===== src/sv/pec_pkg.sv =====
// Package for the polynomial coefficient evaluator.
// Holds field widths, operation codes and accumulator limits.
// No dependencies.
package pec_pkg;

    // Default size of the coefficient table.
    localparam int DEF_MAX_TERMS = 16;

    // Field widths.
    localparam int IDX_IN_W = 5;
    localparam int COEF_W   = 32;
    localparam int VAL_W    = 48;
    localparam int DEG_W    = 4;

    // Operation codes.
    localparam logic OP_WRITE = 1'b0;
    localparam logic OP_EVAL  = 1'b1;

    // Q31.16 accumulator limits.
    localparam logic signed [VAL_W-1:0] ACC_MAX = 48'sh7FFF_FFFF_FFFF;
    localparam logic signed [VAL_W-1:0] ACC_MIN = 48'sh8000_0000_0000;

    // Magnitude bounds used when a product is clipped.
    localparam logic [63:0] MAG_POS_MAX = 64'h0000_7FFF_FFFF_FFFF;
    localparam logic [63:0] MAG_NEG_MAX = 64'h0000_8000_0000_0000;

endpackage


===== src/sv/polynomial_coefficient_evaluator.sv =====
// Polynomial coefficient evaluator: a write stores one Q15.16 coefficient, an evaluate
// runs Horner's rule over the terms in use with a saturating Q31.16 accumulator.
// A write that clears the top coefficient finds the degree again by a downward scan; an
// evaluate runs five steps per term (magnitude, low and high multiply, fix, accumulate)
// around one shared 32x32 multiplier. One item at a time. Synchronous active-low reset
// clears the table's nonzero flags (so every entry reads as zero), term count and degree.
module polynomial_coefficient_evaluator
    import pec_pkg::*;
#(
    parameter int MAX_TERMS = pec_pkg::DEF_MAX_TERMS
) (
    input  logic                                i_clk,
    input  logic                                i_rst_n,
    // Input channel.
    input  logic                                i_valid,
    output logic                                o_stall,
    input  logic                                i_operation,
    input  logic [pec_pkg::IDX_IN_W-1:0]        i_term_index,
    input  logic signed [pec_pkg::COEF_W-1:0]   i_coefficient,
    input  logic signed [pec_pkg::COEF_W-1:0]   i_point,
    // Output channel.
    output logic                                o_valid,
    input  logic                                i_stall,
    output logic signed [pec_pkg::VAL_W-1:0]    o_value,
    output logic [pec_pkg::DEG_W-1:0]           o_degree,
    output logic                                o_all_zero,
    output logic                                o_saturated,
    output logic                                o_index_error
);

    localparam int IDX_W = $clog2(MAX_TERMS);
    localparam int CNT_W = $clog2(MAX_TERMS + 1);

    // Sequencer states.
    localparam logic [2:0] S_IDLE = 3'd0;
    localparam logic [2:0] S_SCAN = 3'd1;
    localparam logic [2:0] S_MAG  = 3'd2;
    localparam logic [2:0] S_MLO  = 3'd3;
    localparam logic [2:0] S_MHI  = 3'd4;
    localparam logic [2:0] S_FIX  = 3'd5;
    localparam logic [2:0] S_ACC  = 3'd6;
    localparam logic [2:0] S_DONE = 3'd7;

    logic [2:0]              r_state;
    logic [MAX_TERMS-1:0]    r_nz;
    logic [CNT_W-1:0]        r_terms;
    logic [IDX_W-1:0]        r_degree;
    logic                    r_all_zero;
    logic [IDX_W-1:0]        r_idx;
    logic signed [VAL_W-1:0] r_acc;
    logic                    r_sat;
    logic                    r_ierr;
    logic                    r_xneg;
    logic [31:0]             r_xm;
    logic                    r_aneg;
    logic [VAL_W-1:0]        r_am;
    logic [63:0]             r_mul;
    logic [48:0]             r_lo_rnd;
    logic signed [VAL_W-1:0] r_prod;

    logic                    r_out_valid;
    logic signed [VAL_W-1:0] r_value;
    logic [DEG_W-1:0]        r_deg_out;
    logic                    r_zero_out;
    logic                    r_sat_out;
    logic                    r_ierr_out;

    logic                    accept;
    logic                    idx_bad;
    logic [IDX_W-1:0]        wr_idx;
    logic                    coef_nz;
    logic                    ram_we;
    logic [COEF_W-1:0]       ram_rdata;
    logic signed [COEF_W-1:0] coef;
    logic [31:0]             mul_a;
    logic [63:0]             mul_p;
    logic [63:0]             fix_mag;
    logic                    fix_neg;
    logic signed [VAL_W-1:0] n_prod;
    logic                    n_prod_sat;
    logic signed [VAL_W:0]   acc_sum;
    logic signed [VAL_W-1:0] n_acc;
    logic                    n_acc_sat;
    logic                    out_free;

    // Input transfer and write decode.
    assign o_stall = (r_state != S_IDLE);
    assign accept  = i_valid && (r_state == S_IDLE);
    assign idx_bad = (32'(i_term_index) >= 32'(MAX_TERMS));
    assign wr_idx  = IDX_W'(i_term_index);
    assign coef_nz = (i_coefficient != '0);
    assign ram_we  = accept && (i_operation == OP_WRITE) && !idx_bad;

    // Coefficient store; an entry never made nonzero reads as zero.
    pec_ram #(
        .WIDTH (COEF_W),
        .DEPTH (MAX_TERMS)
    ) u_coef_ram (
        .i_clk   (i_clk),
        .i_we    (ram_we),
        .i_waddr (wr_idx),
        .i_wdata (i_coefficient),
        .i_raddr (r_idx),
        .o_rdata (ram_rdata)
    );

    assign coef = r_nz[r_idx] ? $signed(ram_rdata) : '0;

    // Shared multiplier: low 32 bits of the accumulator magnitude, then its high 16 bits.
    assign mul_a = (r_state == S_MLO) ? r_am[31:0] : {16'd0, r_am[47:32]};
    assign mul_p = 64'(mul_a) * 64'(r_xm);

    // Recombine the partial products, apply the sign and clip the product.
    always_comb begin
        fix_mag    = {r_mul[47:0], 16'd0} + 64'(r_lo_rnd);
        fix_neg    = r_aneg ^ r_xneg;
        n_prod_sat = 1'b0;
        if (fix_neg) begin
            if (fix_mag > MAG_NEG_MAX) begin
                n_prod     = ACC_MIN;
                n_prod_sat = 1'b1;
            end else begin
                n_prod = -$signed(fix_mag[VAL_W-1:0]);
            end
        end else begin
            if (fix_mag > MAG_POS_MAX) begin
                n_prod     = ACC_MAX;
                n_prod_sat = 1'b1;
            end else begin
                n_prod = $signed(fix_mag[VAL_W-1:0]);
            end
        end
    end

    // Add the coefficient and clip the accumulator.
    always_comb begin
        acc_sum   = {r_prod[VAL_W-1], r_prod} + (VAL_W+1)'(coef);
        n_acc_sat = (acc_sum[VAL_W] != acc_sum[VAL_W-1]);
        if (!n_acc_sat) begin
            n_acc = acc_sum[VAL_W-1:0];
        end else if (acc_sum[VAL_W]) begin
            n_acc = ACC_MIN;
        end else begin
            n_acc = ACC_MAX;
        end
    end

    assign out_free = !r_out_valid || !i_stall;

    // Control sequencer and table bookkeeping.
    always_ff @(posedge i_clk) begin
        if (!i_rst_n) begin
            r_state    <= S_IDLE;
            r_nz       <= '0;
            r_terms    <= '0;
            r_degree   <= '0;
            r_all_zero <= 1'b1;
        end else begin
            case (r_state)
                S_IDLE: begin
                    if (accept && (i_operation == OP_WRITE)) begin
                        r_state <= S_DONE;
                        if (!idx_bad) begin
                            r_nz[wr_idx] <= coef_nz;
                            if (r_terms < CNT_W'(wr_idx) + CNT_W'(1)) begin
                                r_terms <= CNT_W'(wr_idx) + CNT_W'(1);
                            end
                            if (coef_nz) begin
                                if (r_all_zero || (wr_idx > r_degree)) begin
                                    r_degree   <= wr_idx;
                                    r_all_zero <= 1'b0;
                                end
                            end else if (!r_all_zero && (wr_idx == r_degree)) begin
                                // The top term was cleared: find the next one down.
                                if (wr_idx == '0) begin
                                    r_all_zero <= 1'b1;
                                end else begin
                                    r_state <= S_SCAN;
                                end
                            end
                        end
                    end else if (accept) begin
                        r_state <= (r_terms == '0) ? S_DONE : S_MAG;
                    end
                end
                S_SCAN: begin
                    if (r_nz[r_idx]) begin
                        r_degree <= r_idx;
                        r_state  <= S_DONE;
                    end else if (r_idx == '0) begin
                        r_degree   <= '0;
                        r_all_zero <= 1'b1;
                        r_state    <= S_DONE;
                    end
                end
                S_MAG: r_state <= S_MLO;
                S_MLO: r_state <= S_MHI;
                S_MHI: r_state <= S_FIX;
                S_FIX: r_state <= S_ACC;
                S_ACC: r_state <= (r_idx == '0) ? S_DONE : S_MAG;
                S_DONE: begin
                    if (out_free) begin
                        r_state <= S_IDLE;
                    end
                end
                default: r_state <= S_IDLE;
            endcase
        end
    end

    // Datapath registers of the Horner loop and the scan counter.
    always_ff @(posedge i_clk) begin
        case (r_state)
            S_IDLE: begin
                if (accept) begin
                    r_acc  <= '0;
                    r_sat  <= 1'b0;
                    r_ierr <= (i_operation == OP_WRITE) && idx_bad;
                    r_xneg <= i_point[COEF_W-1];
                    r_xm   <= i_point[COEF_W-1] ? 32'(-i_point) : 32'(i_point);
                    if (i_operation == OP_WRITE) begin
                        r_idx <= wr_idx - IDX_W'(1);
                    end else begin
                        r_idx <= IDX_W'(r_terms - CNT_W'(1));
                    end
                end
            end
            S_SCAN: begin
                r_idx <= r_idx - IDX_W'(1);
            end
            S_MAG: begin
                r_aneg <= r_acc[VAL_W-1];
                r_am   <= r_acc[VAL_W-1] ? VAL_W'(-r_acc) : VAL_W'(r_acc);
            end
            S_MLO: begin
                r_mul <= mul_p;
            end
            S_MHI: begin
                r_lo_rnd <= 49'((65'(r_mul) + 65'h8000) >> 16);
                r_mul    <= mul_p;
            end
            S_FIX: begin
                r_prod <= n_prod;
                r_sat  <= r_sat | n_prod_sat;
            end
            S_ACC: begin
                r_acc <= n_acc;
                r_sat <= r_sat | n_acc_sat;
                r_idx <= r_idx - IDX_W'(1);
            end
            default: begin
            end
        endcase
    end

    // Output register; it holds while the consumer stalls.
    always_ff @(posedge i_clk) begin
        if (!i_rst_n) begin
            r_out_valid <= 1'b0;
        end else if (r_state == S_DONE && out_free) begin
            r_out_valid <= 1'b1;
        end else if (!i_stall) begin
            r_out_valid <= 1'b0;
        end
    end

    always_ff @(posedge i_clk) begin
        if (r_state == S_DONE && out_free) begin
            r_value    <= r_acc;
            r_deg_out  <= DEG_W'(r_degree);
            r_zero_out <= r_all_zero;
            r_sat_out  <= r_sat;
            r_ierr_out <= r_ierr;
        end
    end

    assign o_valid       = r_out_valid;
    assign o_value       = r_value;
    assign o_degree      = r_deg_out;
    assign o_all_zero    = r_zero_out;
    assign o_saturated   = r_sat_out;
    assign o_index_error = r_ierr_out;

    // In idle, the degree register names a nonzero entry unless the table is all zero.
    a_degree_nonzero: assert property (@(posedge i_clk) disable iff (!i_rst_n)
        (!r_all_zero && r_state == S_IDLE) |-> r_nz[r_degree])
        else $error("degree does not point at a nonzero coefficient");

    // An all-zero table has no nonzero entries.
    a_all_zero_empty: assert property (@(posedge i_clk) disable iff (!i_rst_n)
        (r_all_zero && r_state == S_IDLE) |-> (r_nz == '0))
        else $error("all-zero flag set while a coefficient is nonzero");

    // The term count never exceeds the table.
    a_terms_bound: assert property (@(posedge i_clk) disable iff (!i_rst_n)
        32'(r_terms) <= 32'(MAX_TERMS))
        else $error("term count beyond table size");

    // A write with a bad index reports neither a value nor saturation.
    a_write_result: assert property (@(posedge i_clk) disable iff (!i_rst_n)
        (o_valid && o_index_error) |-> (!o_saturated && o_value == '0))
        else $error("index error result carries evaluation data");

    // An evaluate over a nonempty table starts the Horner loop.
    a_eval_start: assert property (@(posedge i_clk) disable iff (!i_rst_n)
        (accept && i_operation == OP_EVAL && r_terms != '0) |=> (r_state == S_MAG))
        else $error("evaluate did not start the Horner loop");

endmodule


===== src/sv/pec_ram.sv =====
// Generic single-port-write, single-port-read RAM with registered read data.
// Width and depth are parameters. No dependencies.
module pec_ram #(
    parameter int WIDTH = 32,
    parameter int DEPTH = 16
) (
    input  logic                     i_clk,
    input  logic                     i_we,
    input  logic [$clog2(DEPTH)-1:0] i_waddr,
    input  logic [WIDTH-1:0]         i_wdata,
    input  logic [$clog2(DEPTH)-1:0] i_raddr,
    output logic [WIDTH-1:0]         o_rdata
);

    logic [WIDTH-1:0] r_mem [DEPTH];
    logic [WIDTH-1:0] r_rdata;

    // Write port and registered read port.
    always_ff @(posedge i_clk) begin
        if (i_we) begin
            r_mem[i_waddr] <= i_wdata;
        end
        r_rdata <= r_mem[i_raddr];
    end

    assign o_rdata = r_rdata;

endmodule

===== config.mk =====
export PLATFORM = sky130hd
export DESIGN_NAME = polynomial_coefficient_evaluator
export DESIGN_NICKNAME = d
export VERILOG_FILES = /design/src/sv/pec_pkg.sv /design/src/sv/polynomial_coefficient_evaluator.sv /design/src/sv/pec_ram.sv
export SDC_FILE = /design/constraint.sdc
export NUM_CORES = 2
export LEC_CHECK = 0
export CELL_PAD_IN_SITES_DETAIL_PLACEMENT = 1
export CELL_PAD_IN_SITES_GLOBAL_PLACEMENT = 2
export CORE_MARGIN = 3
export CORE_UTILIZATION = 49
export CTS_CLUSTER_SIZE = 24
export DETAILED_ROUTE_END_ITERATION = 16
export DONT_BUFFER_PORTS = 1
export HOLD_SLACK_MARGIN = 0.12
export PLACE_DENSITY = 0.94
export SLEW_MARGIN = 20
export SYNTH_ARGS = -nofsm -noshare
export SYNTH_HDL_FRONTEND = slang
export SYNTH_HIERARCHICAL = 1
export SYNTH_SLANG_ARGS = --single-unit

===== constraint.sdc =====
create_clock -name i_clk -period 16.2 [get_ports i_clk]
set_input_delay 1.62 -clock i_clk [delete_from_list [all_inputs] [get_ports i_clk]]
set_output_delay 1.62 -clock i_clk [all_outputs]
set_load 0.01 [all_outputs]

==> summary.md <==
| Metric | Value |
|---|---|
| CP Class | flip-flop to flip-flop |
| Initial DRC Count | 4834 |
| Row cnt | 143 |
| Ports | between 100 and 150 |
| Share of cells above drive strength 1 | between 6 and 7% |
| Fmax | between 0.09 and 0.1 GHz |
| Fin Clk Skew | 0.08024 ns |
| Status | complete, no violations |
| Finish-stage setup viols | 0 |
| Buffers inserted by post-CTS timing repair | 0 |
| Mux cell area share after synthesis | 4.758% |
| Synth Net Count | 8061 |
| Adder-cell share of the synthesized area | 29.57% |
| Req. time, crit path | 16.63 ns |
| Largest net degree at the start of global routing | between 200 and 250 |
| Clock buffer depth | 3 |
| Dpl hpwl | between 150000 and 200000 um |
| Fill cells | approximately 16000 |
| Chip height | 400.0 um |
| Final non-filler cell total | 8655 |
| Root Driver | clkbuf_16 |
| CTS Buf Count | 86 |
| Syn Inst Count | around 6700 |
| Period utilization | between 60% and 70% |
| Sequential share of the synthesized area | 35.74% |
| Remaining Overflow, GRT | 0 |
| Hold WC Path Type | flip-flop to flip-flop |
| Synth Flop Type | edfxtp_1 |
| Placement Cell Area | 78150 sq um |
| Nets | 7880 |
| Final-report hold violation count | 0 |
| CORE AREA | 153200 sq um |
| Starting Density | 49.67% |
| Ys async rst share | 0% |
| CTS clock-pin slew for the worst setup and hold paths | 0.07 ns |
| Post-Syn Area | 76070 sq um |
| Die Wd | between 400 and 500 um |
| CP max FO | 208 |
| Syn Area/Cell | around 11 sq um |
| Worst R2R Path Depth | 25 |
| Max_slew headroom | 12.35% |
| Synthesis-stage register bit count | 926 |
| Hold_buf cts | 0 |
| Synth Area in Compound Gates | 7.025% |
| GRT Overall Usage | 30.11% |
| Routed wire length per instance | 27.38 um |
| CTS H-Tree Depth | 3 |
| Initial antenna violation count | 10 |
| Worst Tran Pin Value | 1.307 ns |
| Placer Congestion | 0.9281 |
| RSZ-0062 raised after global routing | no |
| Critical Path AT | between 10 and 15 ns |
| Met1 Use GR | approximately two fifths |
| PortBufs | 0 |
| Setup TNS | 0 ns |
| M3 GR Usage | 3.825% |
| Post-synth EDFFs | 864 |
| Number of remaining DRC errors | 0 |
| Unique masters post-synth | 92 |
| First-pass GRT wire length | approximately 360000 um |
| Simple-Gate Fraction of Synth Area | 13.34% |
| Met2 usage | 51.64% |
| Placed Cells incl. Taps | 8489 |
| Clock latency on the worst-skew pair | 0.73 ns |
| DR pass1 iterations | 5 |
| Post_cts resized | 0 |
| Hold Path Depth | 0 |
| DR vias/cell | 6.112 |
| Largest family of logic cells by synthesized area | adder cells |
| Routed Antenna Nets | 0 |
| Sink Count | 926 |
| Max-cap violations | 0 |
| Die area | approximately 160000 sq um |
| Finished Cell Area | 81010 sq um |
| Crit start category | flip-flop |
| Endpoint class of the critical path | flip-flop |
| Yosys warns | 6 |
| Commonest non-fill, non-tap cell in the layout | inv_1 |
| Syn-to-layout area delta | 6.493% |
| Layer with the highest usage | met2 |
| Pins Over Slew Limit | 0 |
| Vias in the first global route | 57970 |
| CTS tree | built |
| Period minus WS final | 11.07 ns |
| Via count | 52900 |
| Most frequent cells in the layout | inv_1, fa_1, edfxtp_1 |
| Post-layout util | 52.90% |
| Total Routed Length | 237000 um |
| Synth Area in XOR/XNOR | just under 3% |
==> cell type report <==
class / count / area (sq um) / area share (%)
inverter: 956 / 3588 / 4.429
timing repair buffer: 102 / 790.8 / 0.9761
multi-input combinational: 4475 / 44040 / 54.37
antenna: 6 / 15.01 / 0.01853
clock inverter: 56 / 586.8 / 0.7243
sequential: 926 / 27190 / 33.56
clock buffer: 104 / 2261 / 2.791
tap: 2030 / 2540 / 3.135
==> cell families (layout without fill, tap and decap cells) <==
kind of cell	Yosys count	after routing
AOI/OAI and AO/OA	827	827
DFF	926	926
xor gates and xnor gates	256	256
and+or+nand+nor	1939	1939
adders and majority gates	1259	1259
muxes	194	194
other	0	6
buffers and inverters	1327	1218
==> cells in the mapped netlist (all sizes together), types with 39 or more instances <==
library cell / number / area, sq um
xnor2: 186 / 1629
nand3: 85 / 425.4
clkbuf: 337 / 1265
nor3: 68 / 350.3
xor2: 70 / 613.1
nand2: 627 / 2354
a211oi: 40 / 300.3
dfxtp: 62 / 1241
edfxtp: 864 / 25940
and3: 311 / 1946
or3: 39 / 249.0
a21oi: 177 / 889.6
nor2: 167 / 626.9
fa: 898 / 17980
mux4: 132 / 2973
and2: 413 / 2584
nand4: 40 / 250.2
inv: 956 / 3588
a21o: 88 / 660.6
mux2i: 41 / 410.4
ha: 361 / 4517
a22oi: 65 / 488.0
o21ai: 233 / 1166
==> path summary, 6_finish.rpt <==
check / startpoint / to / slack, ns
worst max-delay path: r_state[1] / r_mul[58] / 5.13
worst min-delay path: r_degree[3] / o_degree[3] / 0.44
worst max register to register: r_state[1] / r_mul[58] / 5.13
worst min register to register: r_degree[3] / o_degree[3] / 0.44
==> layer usage <==
| metal | wire length, um | vias to the layer above | share of wire [%] |
|---|---|---|---|
| li1 | - | 22330 | - |
| met1 | 91130 | 27840 | 38 |
| met2 | 118800 | 2170 | 50 |
| met3 | 15070 | 558 | 6.4 |
| met4 | 12010 | 2 | 5.1 |
| met5 | 8 | - | 0.0034 |
==> metrics by stage <==
step | worst slack [ns] | hold WS [ns]
5_1_grt | 4.561 | 0.4437
6_report | 5.132 | 0.4356
4_1_cts | 5.214 | 0.4367
2_1_floorplan | 7.568 | 0.4003
3_3_place_gp | 5.729 | 0.4116
3_5_place_dp | 5.317 | 0.4196
==> registers in the layout, indices dropped and copies added, names as in the netlist, 3 cells and up <==
name / cells
u_coef_ram/r_mem: 512
r_mul: 64
r_lo_rnd: 49
o_value: 48
r_acc: 48
r_am: 48
r_prod: 48
r_xm: 32
u_coef_ram/o_rdata: 32
r_nz: 16
r_terms: 5
o_degree: 4
r_degree: 4
r_idx: 4
r_state: 3
==> worst max-delay path, cell delays in order (launching register included) <==
cell and delay, ns:
dfxtp_1 0.63, nand2_1 0.22, nor2_4 0.62, buf_12 0.58
buf_4 0.62, and2_0 0.52, buf_4 0.30, nand2_1 0.11
fa_1 0.58, fa_1 0.44, fa_1 0.57, inv_1 0.06
fa_1 0.49, fa_1 0.58, fa_1 0.45, fa_1 0.49
ha_1 0.43, nand3_1 0.13, or4_1 0.56, o211ai_1 0.32
a21oi_1 0.21, o41ai_1 0.68, a21oi_1 0.29, a31o_2 0.32
o21ai_0 0.25, xor2_1 0.11
Power is not shown: default switching activity piles up to over one toggle a cycle in this logic, so the estimate is an artifact.
